## config.mk

```make
export PLATFORM = sky130hd
export DESIGN_NAME = spi_slave_frame_receiver_flat
export DESIGN_NICKNAME = d
export VERILOG_FILES = /design/src/rtl/sfr_pkg.sv /design/src/rtl/sfr_in_if.sv /design/src/rtl/sfr_out_if.sv /design/src/rtl/sfr_frame_ctl.sv /design/src/rtl/sfr_reply_buf.sv /design/src/rtl/sfr_rx_ram.sv /design/src/rtl/spi_slave_frame_receiver.sv /design/src/flat_wrapper.sv
export SDC_FILE = /design/constraint.sdc
export NUM_CORES = 1
export LEC_CHECK = 0
export ABC_AREA = 1
export BUFFER_PORTS_ARGS = -buffer_cell sky130_fd_sc_hd__buf_2
export CORE_AREA = 3 3 286 288
export DETAILED_ROUTE_END_ITERATION = 6
export DIE_AREA = 0 0 289 291
export GPL_TIMING_DRIVEN = 0
export HOLD_SLACK_MARGIN = 0.08
export SLEW_MARGIN = 10
export SYNTH_ARGS = -nofsm -noshare
export SYNTH_HDL_FRONTEND = slang
export SYNTH_SLANG_ARGS = --single-unit
export TNS_END_PERCENT = 30
```

## constraint.sdc

```tcl
create_clock -name clk -period 3.4 [get_ports clk]
set_input_delay 0.34 -clock clk [delete_from_list [all_inputs] [get_ports clk]]
set_output_delay 0.34 -clock clk [all_outputs]
set_load 0.1 [all_outputs]
```

## src/rtl/sfr_pkg.sv

```systemverilog
// Shared widths, codes and types of the SPI slave frame receiver.
package sfr_pkg;

	localparam int RX_FRAME_LEN_DEF = 39;
	localparam int TX_FRAME_LEN_DEF = 16;

	localparam int MODE_W   = 2;
	localparam int BYTE_W   = 8;
	localparam int ADDR_W   = 6;
	localparam int IDX_W    = 8;
	localparam int STATUS_W = 2;
	localparam int ERR_W    = 8;
	localparam int TOTAL_W  = 16;
	localparam int SUM_W    = 16;

	localparam logic [MODE_W-1:0] MODE_EXCHANGE = 2'd0;
	localparam logic [MODE_W-1:0] MODE_ACK      = 2'd1;
	localparam logic [MODE_W-1:0] MODE_LOAD     = 2'd2;
	localparam logic [MODE_W-1:0] MODE_READ     = 2'd3;

	localparam logic [STATUS_W-1:0] ST_NONE     = 2'd0;
	localparam logic [STATUS_W-1:0] ST_COMPLETE = 2'd1;
	localparam logic [STATUS_W-1:0] ST_OVERRUN  = 2'd2;

	localparam logic [BYTE_W-1:0] START_MARK     = 8'h3C;
	localparam logic [BYTE_W-1:0] END_MARK       = 8'h3E;
	localparam logic [BYTE_W-1:0] REPLY_IDLE     = 8'hFF;
	localparam logic [BYTE_W-1:0] REPLY_PAST_END = 8'hAA;

	typedef struct packed {
		logic              we;
		logic [IDX_W-1:0]  idx;
		logic [BYTE_W-1:0] data;
	} sfr_wr_t;

	typedef struct packed {
		logic                active;
		logic                complete;
		logic                sum_ok;
		logic [STATUS_W-1:0] status;
		logic [ERR_W-1:0]    err_cnt;
		logic [TOTAL_W-1:0]  total;
		logic [IDX_W-1:0]    idx;
	} sfr_state_t;

endpackage

```

## src/rtl/sfr_in_if.sv

```systemverilog
// Request channel: one mode, data byte and address per request.
interface sfr_in_if;
	logic                          valid;
	logic                          ready;
	logic [sfr_pkg::MODE_W-1:0]    mode;
	logic [sfr_pkg::BYTE_W-1:0]    data_byte;
	logic [sfr_pkg::ADDR_W-1:0]    address;

	modport source(output valid, mode, data_byte, address, input ready);
	modport sink(input valid, mode, data_byte, address, output ready);
endinterface

```

## src/rtl/sfr_out_if.sv

```systemverilog
// Result channel: reply byte, read byte and frame status per request.
interface sfr_out_if;
	logic                           valid;
	logic                           ready;
	logic [sfr_pkg::BYTE_W-1:0]     reply_byte;
	logic [sfr_pkg::BYTE_W-1:0]     read_byte;
	logic                           frame_done;
	logic                           checksum_ok;
	logic [sfr_pkg::STATUS_W-1:0]   status;
	logic                           receiving;
	logic [sfr_pkg::ERR_W-1:0]      check_error_count;
	logic [sfr_pkg::TOTAL_W-1:0]    stored_byte_count;

	modport source(output valid, reply_byte, read_byte, frame_done, checksum_ok, status,
		receiving, check_error_count, stored_byte_count, input ready);
	modport sink(input valid, reply_byte, read_byte, frame_done, checksum_ok, status,
		receiving, check_error_count, stored_byte_count, output ready);
endinterface

```

## src/rtl/sfr_frame_ctl.sv

```systemverilog
// Frame state machine: markers, byte index, overrun, running checksum and counters.
module sfr_frame_ctl #(
	parameter int RX_FRAME_LEN = sfr_pkg::RX_FRAME_LEN_DEF
) (
	input  logic                        clk,
	input  logic                        arst_n,
	input  logic                        accept,
	input  logic [sfr_pkg::MODE_W-1:0]  mode,
	input  logic [sfr_pkg::BYTE_W-1:0]  data_byte,
	output sfr_pkg::sfr_state_t         nxt,
	output sfr_pkg::sfr_wr_t            wr
);
	import sfr_pkg::*;

	localparam logic [IDX_W-1:0] IDX_END = IDX_W'(RX_FRAME_LEN - 2);
	localparam logic [IDX_W-1:0] IDX_HI  = IDX_W'(RX_FRAME_LEN - 4);
	localparam logic [IDX_W-1:0] IDX_LO  = IDX_W'(RX_FRAME_LEN - 3);

	sfr_state_t        cur_q;
	logic [SUM_W-1:0]  sum_q;
	logic [BYTE_W-1:0] hi_q;
	logic [BYTE_W-1:0] lo_q;

	logic [SUM_W-1:0]  sum_d;
	logic [BYTE_W-1:0] hi_d;
	logic [BYTE_W-1:0] lo_d;
	sfr_wr_t           wr_d;

	always_comb begin
		nxt   = cur_q;
		sum_d = sum_q;
		hi_d  = hi_q;
		lo_d  = lo_q;
		wr_d  = '0;
		case (mode)
			MODE_EXCHANGE: begin
				if (data_byte == END_MARK && cur_q.active && cur_q.idx == IDX_END) begin
					nxt.active   = 1'b0;
					nxt.complete = 1'b1;
					nxt.status   = ST_COMPLETE;
					nxt.sum_ok   = (sum_q == {hi_q, lo_q});
					if (sum_q != {hi_q, lo_q}) begin
						nxt.err_cnt = cur_q.err_cnt + 1'b1;
					end
				end
				// Overrun depends on the index alone, so it keeps firing until a new start.
				if (cur_q.idx > IDX_END) begin
					nxt.active = 1'b0;
					nxt.status = ST_OVERRUN;
				end
				if (nxt.active) begin
					wr_d.we   = 1'b1;
					wr_d.idx  = cur_q.idx;
					wr_d.data = data_byte;
					nxt.idx   = cur_q.idx + 1'b1;
					nxt.total = cur_q.total + 1'b1;
					if (cur_q.idx < IDX_HI) begin
						sum_d = sum_q + SUM_W'(data_byte);
					end else if (cur_q.idx == IDX_HI) begin
						hi_d = data_byte;
					end else if (cur_q.idx == IDX_LO) begin
						lo_d = data_byte;
					end
				end
				if (data_byte == START_MARK && !nxt.active && !nxt.complete) begin
					nxt.active = 1'b1;
					nxt.idx    = '0;
					sum_d      = '0;
				end
			end
			MODE_ACK: begin
				nxt.complete = 1'b0;
				nxt.status   = ST_NONE;
			end
			default: begin
			end
		endcase
		wr    = wr_d;
		wr.we = wr_d.we & accept;
	end

	always_ff @(posedge clk or negedge arst_n) begin
		if (!arst_n) begin
			cur_q <= '0;
		end else if (accept) begin
			cur_q <= nxt;
		end
	end

	always_ff @(posedge clk) begin
		if (accept) begin
			sum_q <= sum_d;
			hi_q  <= hi_d;
			lo_q  <= lo_d;
		end
	end

endmodule

```

## src/rtl/sfr_reply_buf.sv

```systemverilog
// Reply byte buffer loaded by the host, with the reply selection for the next exchange.
module sfr_reply_buf #(
	parameter int TX_FRAME_LEN = sfr_pkg::TX_FRAME_LEN_DEF
) (
	input  logic                        clk,
	input  logic                        arst_n,
	input  logic                        load,
	input  logic [sfr_pkg::ADDR_W-1:0]  address,
	input  logic [sfr_pkg::BYTE_W-1:0]  data_byte,
	input  logic                        active,
	input  logic [sfr_pkg::IDX_W-1:0]   idx,
	output logic [sfr_pkg::BYTE_W-1:0]  reply_byte
);
	import sfr_pkg::*;

	localparam int TW = $clog2(TX_FRAME_LEN);

	logic [BYTE_W-1:0] buf_q [TX_FRAME_LEN];
	logic              load_ok;
	logic [TW-1:0]     waddr;
	logic [TW-1:0]     raddr;

	assign load_ok = load && (int'(address) < TX_FRAME_LEN);
	assign waddr   = TW'(address);
	assign raddr   = TW'(idx);

	always_ff @(posedge clk or negedge arst_n) begin
		if (!arst_n) begin
			for (int i = 0; i < TX_FRAME_LEN; i++) begin
				buf_q[i] <= '0;
			end
		end else if (load_ok) begin
			buf_q[waddr] <= data_byte;
		end
	end

	// A load at the index being replied from shows up in the same result.
	always_comb begin
		if (!active) begin
			reply_byte = REPLY_IDLE;
		end else if (int'(idx) >= TX_FRAME_LEN) begin
			reply_byte = REPLY_PAST_END;
		end else if (load_ok && waddr == raddr) begin
			reply_byte = data_byte;
		end else begin
			reply_byte = buf_q[raddr];
		end
	end

endmodule

```

## src/rtl/sfr_rx_ram.sv

```systemverilog
// Receive byte memory, written by the frame logic and read by host read requests.
module sfr_rx_ram #(
	parameter int RX_FRAME_LEN = sfr_pkg::RX_FRAME_LEN_DEF
) (
	input  logic                        clk,
	input  logic                        arst_n,
	input  logic                        accept,
	input  logic [sfr_pkg::MODE_W-1:0]  mode,
	input  logic [sfr_pkg::ADDR_W-1:0]  address,
	input  sfr_pkg::sfr_wr_t            wr,
	output logic [sfr_pkg::BYTE_W-1:0]  read_byte
);
	import sfr_pkg::*;

	localparam int RW = $clog2(RX_FRAME_LEN);

	logic [BYTE_W-1:0] mem [RX_FRAME_LEN];
	logic [BYTE_W-1:0] rd_q;
	logic              rd_ok_q;
	logic              rd_ok;

	assign rd_ok = (mode == MODE_READ) && (int'(address) < RX_FRAME_LEN);

	always_ff @(posedge clk) begin
		if (wr.we) begin
			mem[RW'(wr.idx)] <= wr.data;
		end
		if (accept && rd_ok) begin
			rd_q <= mem[RW'(address)];
		end
	end

	always_ff @(posedge clk or negedge arst_n) begin
		if (!arst_n) begin
			rd_ok_q <= 1'b0;
		end else if (accept) begin
			rd_ok_q <= rd_ok;
		end
	end

	assign read_byte = rd_ok_q ? rd_q : '0;

endmodule

```

## src/rtl/spi_slave_frame_receiver.sv

```systemverilog
// Top level of the SPI slave frame receiver.
// Each request on req carries a mode: a byte exchanged with the SPI master, a frame
// acknowledge, a reply byte load at an address, or a read of a received byte.
// A '<' byte opens a frame; the following bytes are stored, and '>' closes the frame
// once exactly RX_FRAME_LEN-2 bytes are held. The 16-bit sum of the payload is then
// checked against the big-endian pair behind it; failures are counted.
// Every request gives one result on res: the reply byte for the next exchange, the
// read byte, and the frame status and counters after the request.
// A request's result is registered at the edge that accepts it and is valid from that
// edge on. One request is taken every cycle while res does not stall; the state update
// is a single pass of logic between the state registers and the result register.
// When res stalls, the result register holds and req is not ready; req becomes ready
// again in the cycle the result is taken, so a new request enters in the same cycle.
// Reset clears the frame state, counters and reply bytes; the receive memory is not
// cleared and needs no clearing pass.
module spi_slave_frame_receiver #(
	parameter int RX_FRAME_LEN = sfr_pkg::RX_FRAME_LEN_DEF,
	parameter int TX_FRAME_LEN = sfr_pkg::TX_FRAME_LEN_DEF
) (
	input  logic      clk,
	input  logic      arst_n,
	sfr_in_if.sink    req,
	sfr_out_if.source res
);
	import sfr_pkg::*;

	logic              accept;
	sfr_state_t        nxt;
	sfr_wr_t           wr;
	logic [BYTE_W-1:0] reply_d;
	logic [BYTE_W-1:0] read_byte;

	logic              valid_q;
	sfr_state_t        res_q;
	logic [BYTE_W-1:0] reply_q;

	assign req.ready = !valid_q || res.ready;
	assign accept    = req.valid && req.ready;

	sfr_frame_ctl #(
		.RX_FRAME_LEN(RX_FRAME_LEN)
	) u_frame_ctl (
		.clk      (clk),
		.arst_n   (arst_n),
		.accept   (accept),
		.mode     (req.mode),
		.data_byte(req.data_byte),
		.nxt      (nxt),
		.wr       (wr)
	);

	sfr_reply_buf #(
		.TX_FRAME_LEN(TX_FRAME_LEN)
	) u_reply_buf (
		.clk       (clk),
		.arst_n    (arst_n),
		.load      (accept && req.mode == MODE_LOAD),
		.address   (req.address),
		.data_byte (req.data_byte),
		.active    (nxt.active),
		.idx       (nxt.idx),
		.reply_byte(reply_d)
	);

	sfr_rx_ram #(
		.RX_FRAME_LEN(RX_FRAME_LEN)
	) u_rx_ram (
		.clk      (clk),
		.arst_n   (arst_n),
		.accept   (accept),
		.mode     (req.mode),
		.address  (req.address),
		.wr       (wr),
		.read_byte(read_byte)
	);

	always_ff @(posedge clk or negedge arst_n) begin
		if (!arst_n) begin
			valid_q <= 1'b0;
		end else if (req.ready) begin
			valid_q <= req.valid;
		end
	end

	always_ff @(posedge clk) begin
		if (accept) begin
			res_q   <= nxt;
			reply_q <= reply_d;
		end
	end

	assign res.valid             = valid_q;
	assign res.reply_byte        = reply_q;
	assign res.read_byte         = read_byte;
	assign res.frame_done        = res_q.complete;
	assign res.checksum_ok       = res_q.sum_ok;
	assign res.status            = res_q.status;
	assign res.receiving         = res_q.active;
	assign res.check_error_count = res_q.err_cnt;
	assign res.stored_byte_count = res_q.total;

endmodule

```

## src/flat_wrapper.sv

```systemverilog
// flat-port wrapper written by rule: the top's interface ports become plain ports
module spi_slave_frame_receiver_flat import sfr_pkg::*;
#(
	parameter int RX_FRAME_LEN = sfr_pkg::RX_FRAME_LEN_DEF,
	parameter int TX_FRAME_LEN = sfr_pkg::TX_FRAME_LEN_DEF
)
  (clk, arst_n, req_valid, req_mode, req_data_byte, req_address, req_ready, res_valid, res_reply_byte, res_read_byte, res_frame_done, res_checksum_ok, res_status, res_receiving, res_check_error_count, res_stored_byte_count, res_ready);
  sfr_in_if req_i ();
  sfr_out_if res_i ();
  input  logic clk;
  input  logic arst_n;
  input wire logic [$bits(req_i.valid)-1:0] req_valid;
  input wire logic [$bits(req_i.mode)-1:0] req_mode;
  input wire logic [$bits(req_i.data_byte)-1:0] req_data_byte;
  input wire logic [$bits(req_i.address)-1:0] req_address;
  output wire logic [$bits(req_i.ready)-1:0] req_ready;
  output wire logic [$bits(res_i.valid)-1:0] res_valid;
  output wire logic [$bits(res_i.reply_byte)-1:0] res_reply_byte;
  output wire logic [$bits(res_i.read_byte)-1:0] res_read_byte;
  output wire logic [$bits(res_i.frame_done)-1:0] res_frame_done;
  output wire logic [$bits(res_i.checksum_ok)-1:0] res_checksum_ok;
  output wire logic [$bits(res_i.status)-1:0] res_status;
  output wire logic [$bits(res_i.receiving)-1:0] res_receiving;
  output wire logic [$bits(res_i.check_error_count)-1:0] res_check_error_count;
  output wire logic [$bits(res_i.stored_byte_count)-1:0] res_stored_byte_count;
  input wire logic [$bits(res_i.ready)-1:0] res_ready;
  assign req_i.valid = req_valid;
  assign req_i.mode = req_mode;
  assign req_i.data_byte = req_data_byte;
  assign req_i.address = req_address;
  assign req_ready = req_i.ready;
  assign res_valid = res_i.valid;
  assign res_reply_byte = res_i.reply_byte;
  assign res_read_byte = res_i.read_byte;
  assign res_frame_done = res_i.frame_done;
  assign res_checksum_ok = res_i.checksum_ok;
  assign res_status = res_i.status;
  assign res_receiving = res_i.receiving;
  assign res_check_error_count = res_i.check_error_count;
  assign res_stored_byte_count = res_i.stored_byte_count;
  assign res_i.ready = res_ready;
  spi_slave_frame_receiver #(.RX_FRAME_LEN(RX_FRAME_LEN), .TX_FRAME_LEN(TX_FRAME_LEN)) u_core (.clk(clk), .arst_n(arst_n), .req(req_i), .res(res_i));
endmodule
```

**Yosys cells after proc, flatten, opt, wreduce, memory -nomap -nowiden**

Memory sizes are Yosys's and may differ from the RTL's. A register that Yosys moved wholly into a read port is not among the register bits.
Index checks and enable logic that the tools add are counted.

- Flip-flop bits (word level): 236
- RAM bits: 312
- Bits of input ports: 20
- Output and inout bits: 47
- Word-level logic and storage cells: 117
- Memories: 1

- Add/sub/neg operators: 4
- Order comparisons: 8
- Equal/unequal tests: 11
- Mux-type cells: 29
- Bitwise logic cells: 6
- Reduce and logical (&&, ||, !) cells: 22

Memories:

| name | words | bits a word | read ports | clocked after memory_dff | wr ports | RTL line | RTL |
|---|---|---|---|---|---|---|---|
| u_core.u_rx_ram.mem | 39 | 8 | 1 | 1 | 1 | sfr_rx_ram.sv:17 | `logic [BYTE_W-1:0] mem [RX_FRAME_LEN];` |

Operators with widths:

| operator | number |
|---|---|
| $bwmux 128 | 1 |
| $mux 8 | 7 |
| $eq 8x6->1 const B | 5 |
| $mux 17 | 2 |
| $bmux 8 s4 | 1 |
| $demux 8 s4 | 1 |
| $mux 16 | 2 |
| $mux 32 | 1 |
| $mux 13 | 2 |
| $mux 24 | 1 |
| $add 16x1->16 const B | 1 |
| $add 16x8->16 | 1 |
| $add 8x1->8 const B | 2 |
| $eq 16x16->1 | 1 |
| $ne 16x16->1 | 1 |
| $logic_and 1x1->1 | 11 |
| $ge 5x5->1 const B | 2 |
| $not 4->5 | 2 |
| $ge 8x5->1 const B | 1 |
| $gt 8x6->1 const B | 1 |
| $lt 8x6->1 const B | 1 |
| $mux 1 | 7 |
| $mux 7 | 1 |
| $lt 6x5->1 const B | 1 |
| 18 further kinds | 24 |

**Logic depth before layout (Yosys ltp)**

Gate-level depths: netlist of run 1.

- Depth after elaboration: 18
- Mapped depth: 23
- Mapped depth without buffers: 21

**Modules after synthesis**

A second synthesis of run 1 with hierarchy kept.

- Cells, all modules: 2758
- Area, all modules: 25857.3 um^2

Modules (own cells, without submodules):

| module | instances | cells each | area an instance (um^2) | seq. area each (um^2) |
|---|---|---|---|---|
| sfr_rx_ram | 1 | 1205 | 13698.1 | 9634.2 |
| sfr_reply_buf | 1 | 836 | 6291.0 | 3203.1 |
| sfr_frame_ctl | 1 | 671 | 4694.5 | 1886.8 |
| spi_slave_frame_receiver | 1 | 46 | 1173.6 | 1136.1 |

**Worst setup path before layout of run 1**

Ideal clock, no wire load.

- Path type: register to register
- Start point: register u_core.valid_q, in the netlist u_core.res.valid
- End point: register u_core.u_frame_ctl.hi_q[0], enable pin
- Setup time: 395 ps
- Arrival time: 3274 ps
- Data required time: 3005 ps
- Slack: -269 ps
- Stages on the path, launching flop included: 7
- Path buffers: 1
- Period minus slack after synthesis: 3669 ps
- Path through: dfrtp_1 > nand2_1 > nand2_1 > nor2_1 > inv_1 > clkbuf_1 > nor4_1

- Cells in the longest elaborated chain, start to end: 4

RTL lines:

| item | RTL line | RTL |
|---|---|---|
| start, declared | spi_slave_frame_receiver.sv:33 | `logic valid_q;` |
| start signal, assigned | spi_slave_frame_receiver.sv:81 | `valid_q <= req.valid;` |
| $logic_not 1->1 | spi_slave_frame_receiver.sv:37 | `assign req.ready = !valid_q \|\| res.ready;` |
| $logic_or 1x1->1 | spi_slave_frame_receiver.sv:37 |  |
| via req_ready | flat_wrapper.sv:16 | `output wire logic [$bits(req_i.ready)-1:0] req_ready;` |
| $logic_and 1x1->1 | spi_slave_frame_receiver.sv:38 | `assign accept = req.valid && req.ready;` |
| $reduce_and 5->1 (no line) | - |  |
| end signal, assigned | sfr_frame_ctl.sv:93 | `hi_q <= hi_d;` |
| end, declared | sfr_frame_ctl.sv:21 | `logic [BYTE_W-1:0] hi_q;` |

The timed path passes the listed nets, and every way through them passes these cells.
A chain may end at the register's enable or synchronous reset.

**Worst setup path in the final report of run 1**

- Start point: register u_core.u_frame_ctl.cur_q[0] in the netlist's numbering
- End point: memory u_core.u_rx_ram.mem[6][3], enable pin

- Cells in the longest elaborated chain, start to end: 11
- Elaborated cells on any way between the ends: 12
- Classes of those cells: order compare: 1; eq/ne: 1; mux: 8; bitwise: 1; reduce/logical: 1

RTL lines:

| item | RTL line | RTL |
|---|---|---|
| start, declared | sfr_frame_ctl.sv:19 | `sfr_state_t cur_q;` |
| start signal, assigned | sfr_frame_ctl.sv:86 | `cur_q <= nxt;` |
| $eq 8x6->1 | sfr_frame_ctl.sv:37 | `if (data_byte == END_MARK && cur_q.active && cur_q.idx == IDX_END) begin` |
| $logic_and 1x1->1 | sfr_frame_ctl.sv:37 |  |
| $mux 13 | sfr_frame_ctl.sv:37 |  |
| $mux 13 | sfr_frame_ctl.sv:35 | `case (mode)` |
| $mux 1 | sfr_frame_ctl.sv:47 | `if (cur_q.idx > IDX_END) begin` |
| $mux 1 | sfr_frame_ctl.sv:35 |  |
| $mux 17 * | sfr_frame_ctl.sv:51 | `if (nxt.active) begin` |
| $mux 17 * | sfr_frame_ctl.sv:35 |  |
| $and 1x1->1 | sfr_frame_ctl.sv:79 | `wr.we = wr_d.we & accept;` |
| $mux 1 | sfr_rx_ram.sv:25 | `if (wr.we) begin` |
| $mux 1 (implied by the code) | sfr_rx_ram.sv:26 | `mem[RW'(wr.idx)] <= wr.data;` |
| end, declared | sfr_rx_ram.sv:17 |  |

Every way passes the cells marked *; elsewhere a longest branch is shown, timed or not. The select of a mux whose other input is x is not followed.

==> results of run 1 <==
==> registers in the layout, summed over array words and instances (netlist names), 16 cells and up <==
register,count
u_core.res.stored_byte_count,16
u_core.u_frame_ctl.cur_q,37
u_core.u_frame_ctl.sum_q,16
u_core.u_reply_buf.buf_q,128
u_core.u_rx_ram.mem,312
==> worst max-delay path, delay by kind of cell (launching register included) <==
family / cells / cell delay (ns)
DFF: 1 / 0.40
adders and majority gates: 1 / 0.17
buffers and inverters: 3 / 0.35
and+or+nand+nor: 8 / 1.84
AOI/OAI and AO/OA: 1 / 0.23
==> Yosys cell counts (all sizes together) <==
master / count
a2111oi: 16
a21boi: 1
a21o: 1
a21oi: 98
a22oi: 142
a31oi: 2
buf: 30
clkbuf: 78
clkinv: 3
dfrtp: 167
edfxtp: 389
fa: 1
ha: 13
inv: 144
nand2: 427
nand3: 140
nand3b: 1
nand4: 44
nor2: 110
nor3: 23
nor4: 6
o2111ai: 1
o211ai: 1
o21a: 1
o21ai: 198
o21bai: 1
o221ai: 8
o22ai: 1
o31ai: 1
or2: 3
xnor2: 17
xor2: 26
==> metrics by stage <==
stage	setup slack, ns	instance area (um^2)	cells	power, W
floorplan	0.0494	23700	2094	0.00860
CTS	-0.243	28000	3344	0.0156
detailed placement	-0.848	25700	3218	0.00914
global route	-0.104	28300	3357	0.0161
finish	0.0497	28300	3362	0.0156
global placement	-1.56	25300	3207	0.00910
==> worst max-delay path by stage <==
stage | from | to | slack (ns) | cells after the start
finish | u_core.u_frame_ctl.cur_q[0]$_DFFE_PN0P_ | u_core.u_rx_ram.mem[6][3]$_DFFE_PP_ | 0.05 | 13
global placement | u_core.u_frame_ctl.cur_q[0]$_DFFE_PN0P_ | u_core.u_rx_ram.mem[11][4]$_DFFE_PP_ | -1.56 | 12
detailed placement | u_core.u_frame_ctl.cur_q[0]$_DFFE_PN0P_ | u_core.u_rx_ram.mem[26][4]$_DFFE_PP_ | -0.85 | 14
floorplan | u_core.res.valid$_DFFE_PN0N_ | u_core.u_frame_ctl.hi_q[0]$_DFFE_PP_ | 0.05 | 6
global route | u_core.u_frame_ctl.cur_q[0]$_DFFE_PN0P_ | u_core.u_rx_ram.mem[6][3]$_DFFE_PP_ | -0.10 | 13
CTS | u_core.u_frame_ctl.cur_q[0]$_DFFE_PN0P_ | u_core.u_rx_ram.mem[34][5]$_DFFE_PP_ | -0.24 | 16
==> timing repair <==
item | in CTS | in global routing
hold buffers | 10 | 0
gates resized for setup | 39 | 65
endpoints found under the setup margin | 420 | 614
hold endpoints to repair | 93 | 0
buffers inserted | 10 | 14
pin swaps | 7 | 5
cloned | 0 | 0
==> final cells by class <==
type / count / area [um^2]
timing repair buffer: 108 / 906
clock inverter: 40 / 434
clock buffer: 66 / 1520
multi-input combinational: 1283 / 7230
tap: 1050 / 1310
antenna: 5 / 12.5
sequential: 556 / 15900
buffer: 107 / 488
fill: 7748 / 50800
inverter: 147 / 562
==> cells by family after synthesis <==
group           synth area share
flops                      0.669
xor+xnor                  0.0165
simple gates               0.143
compound gates             0.121
fa+ha+maj                0.00770
buf+inv                   0.0426
==> power by group through the flow <==
stage | logic [W] | registers, W | clock network, W
CTS | 0.00157 | 0.00745 | 0.00661
floorplan | 0.000802 | 0.00780 | 0
global route | 0.00173 | 0.00747 | 0.00686
finish | 0.00161 | 0.00745 | 0.00648
global placement | 0.00151 | 0.00759 | 0
detailed placement | 0.00155 | 0.00759 | 0
==> per-layer routing <==
| metal | vias to the layer above | global-route usage |
|---|---|---|
| met1 | 8425 | 0.214 |
| met2 | 652 | 0.257 |
| met3 | 121 | 0.0302 |
| li1 | 7824 | - |
| met5 | - | 0 |
| met4 | 2 | 0.0574 |
==> impl_metrics.yaml, run 1 <==
timing:
  final_hold_viol_count: 0
  finClkSkew_ns: 0.0276
  holdWs_ns: 0.208
  setup_violations: 0
  fmax_mhz: 298
  drv_slew: 0
  rsz0062_at_grt: "yes"
  tns_ns: 0
  worst_slew_pin_slew_ns: 1.31
  post-route-min-period_ns: 3.35
  post-route-period-util: 0.985
  max-slew-margin-rel: 0.126
detailed_routing:
  drc: 0
  antenna_left: 0
  maxUsedRoutingLayer: "met5"
  dr_wl_met3_um: 5320
  avgViaCountPerCell: 5.06
  routed_wl_um: 68400
  drtIter0Drc: 1663
  wl_met1_um: 28600
  routedWlPerCell_um: 20.4
  wl_met2_um: 32100
  drtPass1Iterations: 5
  route.vias.total: 17000
global_route:
  grt_pass1_vias: 16900
  grt_max_degree: 92
  grt-ovfl-total: 0
  grt_pass1_wl_um: 103000
  antenna_found_initial: 7
  grt_use_total: 0.160
placed_design:
  dp_hpwl_um: 48200
  gp_congestion: 0.934
  portBuffers: 63
setup_path:
  crit_type: "reg -> reg"
  crit_fanout: 9
  end_kind: "flip-flop"
  crit_arrival_ns: 3.61
  slowest_stage: "nor3_4"
  cp_cell_sequence: "clkbuf_4 > inv_2 > ha_1 > inv_1 > nand2_1 > nand2_1 > nand2_1 > nand2_2 > a21oi_4 > nand2_4 > nor2_1 > nand3_1 > nor3_4"
  ff2ff_setup_slack_ns: 0.05
  r2r_cells: 13
  critical_path.startpoint_type: "flip-flop"
  critPathRequiredTime_ns: 3.66
  path_common_cell: "nand2_1"
  cpPeakStageDelay_ns: 0.63
  r2r-start: "u_core.u_frame_ctl.cur_q[0]$_DFFE_PN0P_"
  r2r-end: "u_core.u_rx_ram.mem[6][3]$_DFFE_PP_"
cts:
  cts_tree: "yes"
  cts_root_buf: "clkbuf_16"
  clkTransAtPathRegs_ns: 0.07
  cts_made_buffers: 56
  insertion_delay_ns: 0.62
  clk_path_buf_depth: 3
  htreeDepth: 2
  cts_sinks: 556
pwr:
  p_int_w: 0.0116
  p_sw_frac: 0.256
  switching_power_w: 0.00398
  worst_ir_drop_vdd_mv: 0.328
  powerDensity_nw_per_um2: 549
  p_clk_frac: 0.417
  seqPwrFrac: 0.479
  combinationalPowerShare: 0.104
  power_leakage_nw: 10.7
cells_and_area:
  final_layout_size_suffix_gt1_frac: 0.149
  final_core_util: 0.358
  layout_common_cells: "410 x nand2_1, 389 x edfxtp_1, 183 x o21ai_0"
  layout_commonest_cell: "nand2_1"
  syn_to_final_growth_pct: 19.5
  fin_nets: 2293
run:
  maxCapViolations: 0
floorplanning:
  io_pins: 67
  num_rows: 103
  die_w_um: 289
  fp.dieH_um: 291
  core_area_um2: 79100
  initial_core_util: 0.300
  die-area_um2: 84100
synthesis:
  syn_nets: 2128
  synth-seq-cells: 556
  syn_inst: 2094
  synth_top_area_frac: 0.493
  syn_area_per_cell_um2: 11.3
  yosysSeqAreaShare: 0.669
  ys_types: 50
  netlist_area_um2: 23700
  yosysTopAreaCell: "edfxtp_1"
  yosys_warnings: 0
  synth_area_leaders: "edfxtp_1 49%, dfrtp_1 18%, nand2_1 6.5%"
hold_path:
  min_to: "u_core.u_frame_ctl.cur_q[5]$_DFFE_PN0P_"
  whs_path_depth: 4
  hp-start: "req_mode[0]"
  hp-class: "in -> reg"
status:
  status: "finished, final reports clean"
No activity file was read; power rests on OpenSTA's default activity.
==> inputs of run 2 (changes only) <==
--- a/config.mk
+++ b/config.mk
@@ -8,6 +8,7 @@
 export ABC_AREA = 1
 export BUFFER_PORTS_ARGS = -buffer_cell sky130_fd_sc_hd__buf_2
 export CORE_AREA = 3 3 286 288
+export CTS_CLUSTER_DIAMETER = 80
 export DETAILED_ROUTE_END_ITERATION = 6
 export DIE_AREA = 0 0 289 291
 export GPL_TIMING_DRIVEN = 0
==> constraint.sdc (replaced) <==
create_clock -name clk -period 2.7 [get_ports clk]
set_input_delay 0.27 -clock clk [delete_from_list [all_inputs] [get_ports clk]]
set_output_delay 0.27 -clock clk [all_outputs]
set_load 0.1 [all_outputs]
==> run 2 against run 1 <==
The run now ends with setup timing left. Combinational power grew 43%. Clock power grew 32%. Flip-flop and latch count is the same.
==> impl_metrics.yaml, run 2 (synthesis gave the netlist of run 1 again) <==
timing:
  setup_violations: 131
  fin_ws_ns: -0.157
  post-route-period-util: 1.06
  worst_slew_pin_slew_ns: 1.17
  final_hold_viol_count: 0
  finClkSkew_ns: 0.0409
  rsz0062_at_grt: "yes"
  drv_slew: 0
  tns_ns: -8.66
  post-route-min-period_ns: 2.86
  max-slew-margin-rel: 0.223
  holdWs_ns: 0.125
  fmax_mhz: 350
floorplanning:
  num_rows: 103
  die_w_um: 289
  io_pins: 67
  core_area_um2: 79100
  initial_core_util: 0.300
  die-area_um2: 84100
  fp.dieH_um: 291
setup_path:
  critPathRequiredTime_ns: 3.01
  cpPeakStageDelay_ns: 0.40
  path_common_cell: "buf_4"
  cpLargestDelayFamily: "simple AND/OR/NAND/NOR gates"
  cp_cell_sequence: "buf_4 > ha_2 > nand3_4 > inv_2 > nand2_4 > o21ai_4 > buf_4 > nor2_4 > buf_8 > buf_4 > nand2_1 > nor4_4 > buf_4 > inv_8 > nor2_4"
  r2r_cells: 15
  crit_buf_inv: 7
  crit_arrival_ns: 3.16
  crit_type: "reg -> reg"
  cp_num_cells: 15
  crit_fanout: 8
  end_kind: "flip-flop"
  critical_path.startpoint_type: "flip-flop"
  slowest_stage: "dfrtp_1"
pwr:
  p_int_w: 0.0150
  power_w: 0.0203
  power_leakage_nw: 11.4
  p_clk_frac: 0.423
  combinationalPowerShare: 0.113
  worst_ir_drop_vdd_mv: 0.485
  seqPwrFrac: 0.464
  powerDensity_nw_per_um2: 673
  switching_power_w: 0.00525
  p_sw_frac: 0.259
cells_and_area:
  layout_common_cells: "395 x nand2_1, 389 x edfxtp_1, 165 x o21ai_0"
  final_layout_size_suffix_gt1_frac: 0.212
  instances_no_fill: 3445
  nFillCells: 7594
  largest_register_ff_count: 312
  fin_nets: 2377
  syn_to_final_growth_pct: 27.1
  final_core_util: 0.381
  top_regs: "u_core.u_rx_ram.mem x312, u_core.u_reply_buf.buf_q x128, u_core.u_frame_ctl.cur_q x37"
  layout_commonest_cell: "nand2_1"
  top_register: "u_core.u_rx_ram.mem"
placed_design:
  dp_hpwl_um: 47500
  dp.cells: 3217
  portBuffers: 63
  gp_congestion: 0.913
run:
  maxCapViolations: 0
status:
  status: "finished with violations"
  violations: "setup timing"
cts:
  clk_path_buf_depth: 3
  cts_made_buffers: 59
  cts_root_buf: "clkbuf_16"
  htreeDepth: 2
  cts_sinks: 556
  insertion_delay_ns: 0.66
  cts_tree: "yes"
  clkTransAtPathRegs_ns: 0.06
detailed_routing:
  drtIter0Drc: 1823
  routed_wl_um: 71000
  avgViaCountPerCell: 5.13
  drtPass1Iterations: 6
  antenna_left: 0
  routedWlPerCell_um: 20.6
  drc: 0
  route.vias.total: 17700
global_route:
  grt_pass1_vias: 17700
  grt-ovfl-total: 0
  grt_pass1_wl_um: 107000
  grt_use_total: 0.165
  grt_max_degree: 97
  antenna_found_initial: 6
hold_path:
  hp-class: "in -> reg"
  whs_path_depth: 5
[run 2: worst paths after layout]
path,from,endpoint,slack [ns]
min,req_mode[1],u_core.u_frame_ctl.cur_q[35]$_DFFE_PN0P_,0.12
max in group asynchronous,arst_n,u_core.u_frame_ctl.cur_q[1]$_DFFE_PN0P_,1.56
min reg2reg,u_core.u_frame_ctl.cur_q[34]$_DFFE_PN0P_,u_core.u_frame_ctl.cur_q[34]$_DFFE_PN0P_,0.48
max reg2reg,u_core.u_frame_ctl.cur_q[0]$_DFFE_PN0P_,u_core.u_rx_ram.mem[36][3]$_DFFE_PP_,-0.16
max,u_core.u_frame_ctl.cur_q[0]$_DFFE_PN0P_,u_core.u_rx_ram.mem[36][3]$_DFFE_PP_,-0.16
min in group asynchronous,arst_n,u_core.u_reply_buf.buf_q[109]$_DFFE_PN0P_,0.19
[run 2: stage by stage]
stage / worst slack, ns / cell area, um^2
after floorplan: -0.273 / 23900
after global placement: -2.28 / 25500
after detailed placement: -1.04 / 25800
after CTS: -0.0793 / 29500
after global routing: -0.264 / 30100
final: -0.157 / 30100
[run 2: timing repair]
item	in CTS	in global routing
setup endpoints to repair	815	672
cloned	5	1
pin swaps	61	54
hold endpoints to repair	88	0
gates resized for setup	220	98
hold buffers	10	0
buffers inserted	70	29
[run 2: power by group through the flow]
stage / combinational (W) / sequential, W / clock (W)
after floorplan: 0.00102 / 0.00982 / 0
after global placement: 0.00191 / 0.00956 / 0
after detailed placement: 0.00194 / 0.00956 / 0
after CTS: 0.00220 / 0.00940 / 0.00869
after global routing: 0.00245 / 0.00942 / 0.00905
final: 0.00230 / 0.00941 / 0.00858
[run 2: cell type report]
| class | instances | area, um^2 | share of cell area |
|---|---|---|---|
| sequential | 556 | 15900 | 0.527 |
| inverter | 147 | 611 | 0.0203 |
| tap | 1050 | 1310 | 0.0436 |
| buffer | 108 | 651 | 0.0216 |
| antenna | 3 | 7.51 | 0.000249 |
| multi-input combinational | 1286 | 7880 | 0.262 |
| clock inverter | 38 | 537 | 0.0178 |
| timing repair buffer | 185 | 1730 | 0.0574 |
| clock buffer | 72 | 1540 | 0.0510 |
[run 2: metal layers]
metal	part of all wire	GRT usage	vias to the layer above	wire [um]
met5	0.00038	0	-	27
met4	0.038	0.0573	4	2690
met3	0.077	0.0330	157	5490
met2	0.47	0.267	711	33600
met1	0.41	0.219	8796	29200
li1	-	-	7992	-
[run 2: worst reg2reg max path, cell delays in order (launching register included)]
cell and delay (ns):
dfrtp_1 0.40, buf_4 0.15, ha_2 0.19, nand3_4 0.10
inv_2 0.05, nand2_4 0.11, o21ai_4 0.07, buf_4 0.14
nor2_4 0.17, buf_8 0.16, buf_4 0.12, nand2_1 0.08
nor4_4 0.26, buf_4 0.22, inv_8 0.06, nor2_4 0.24
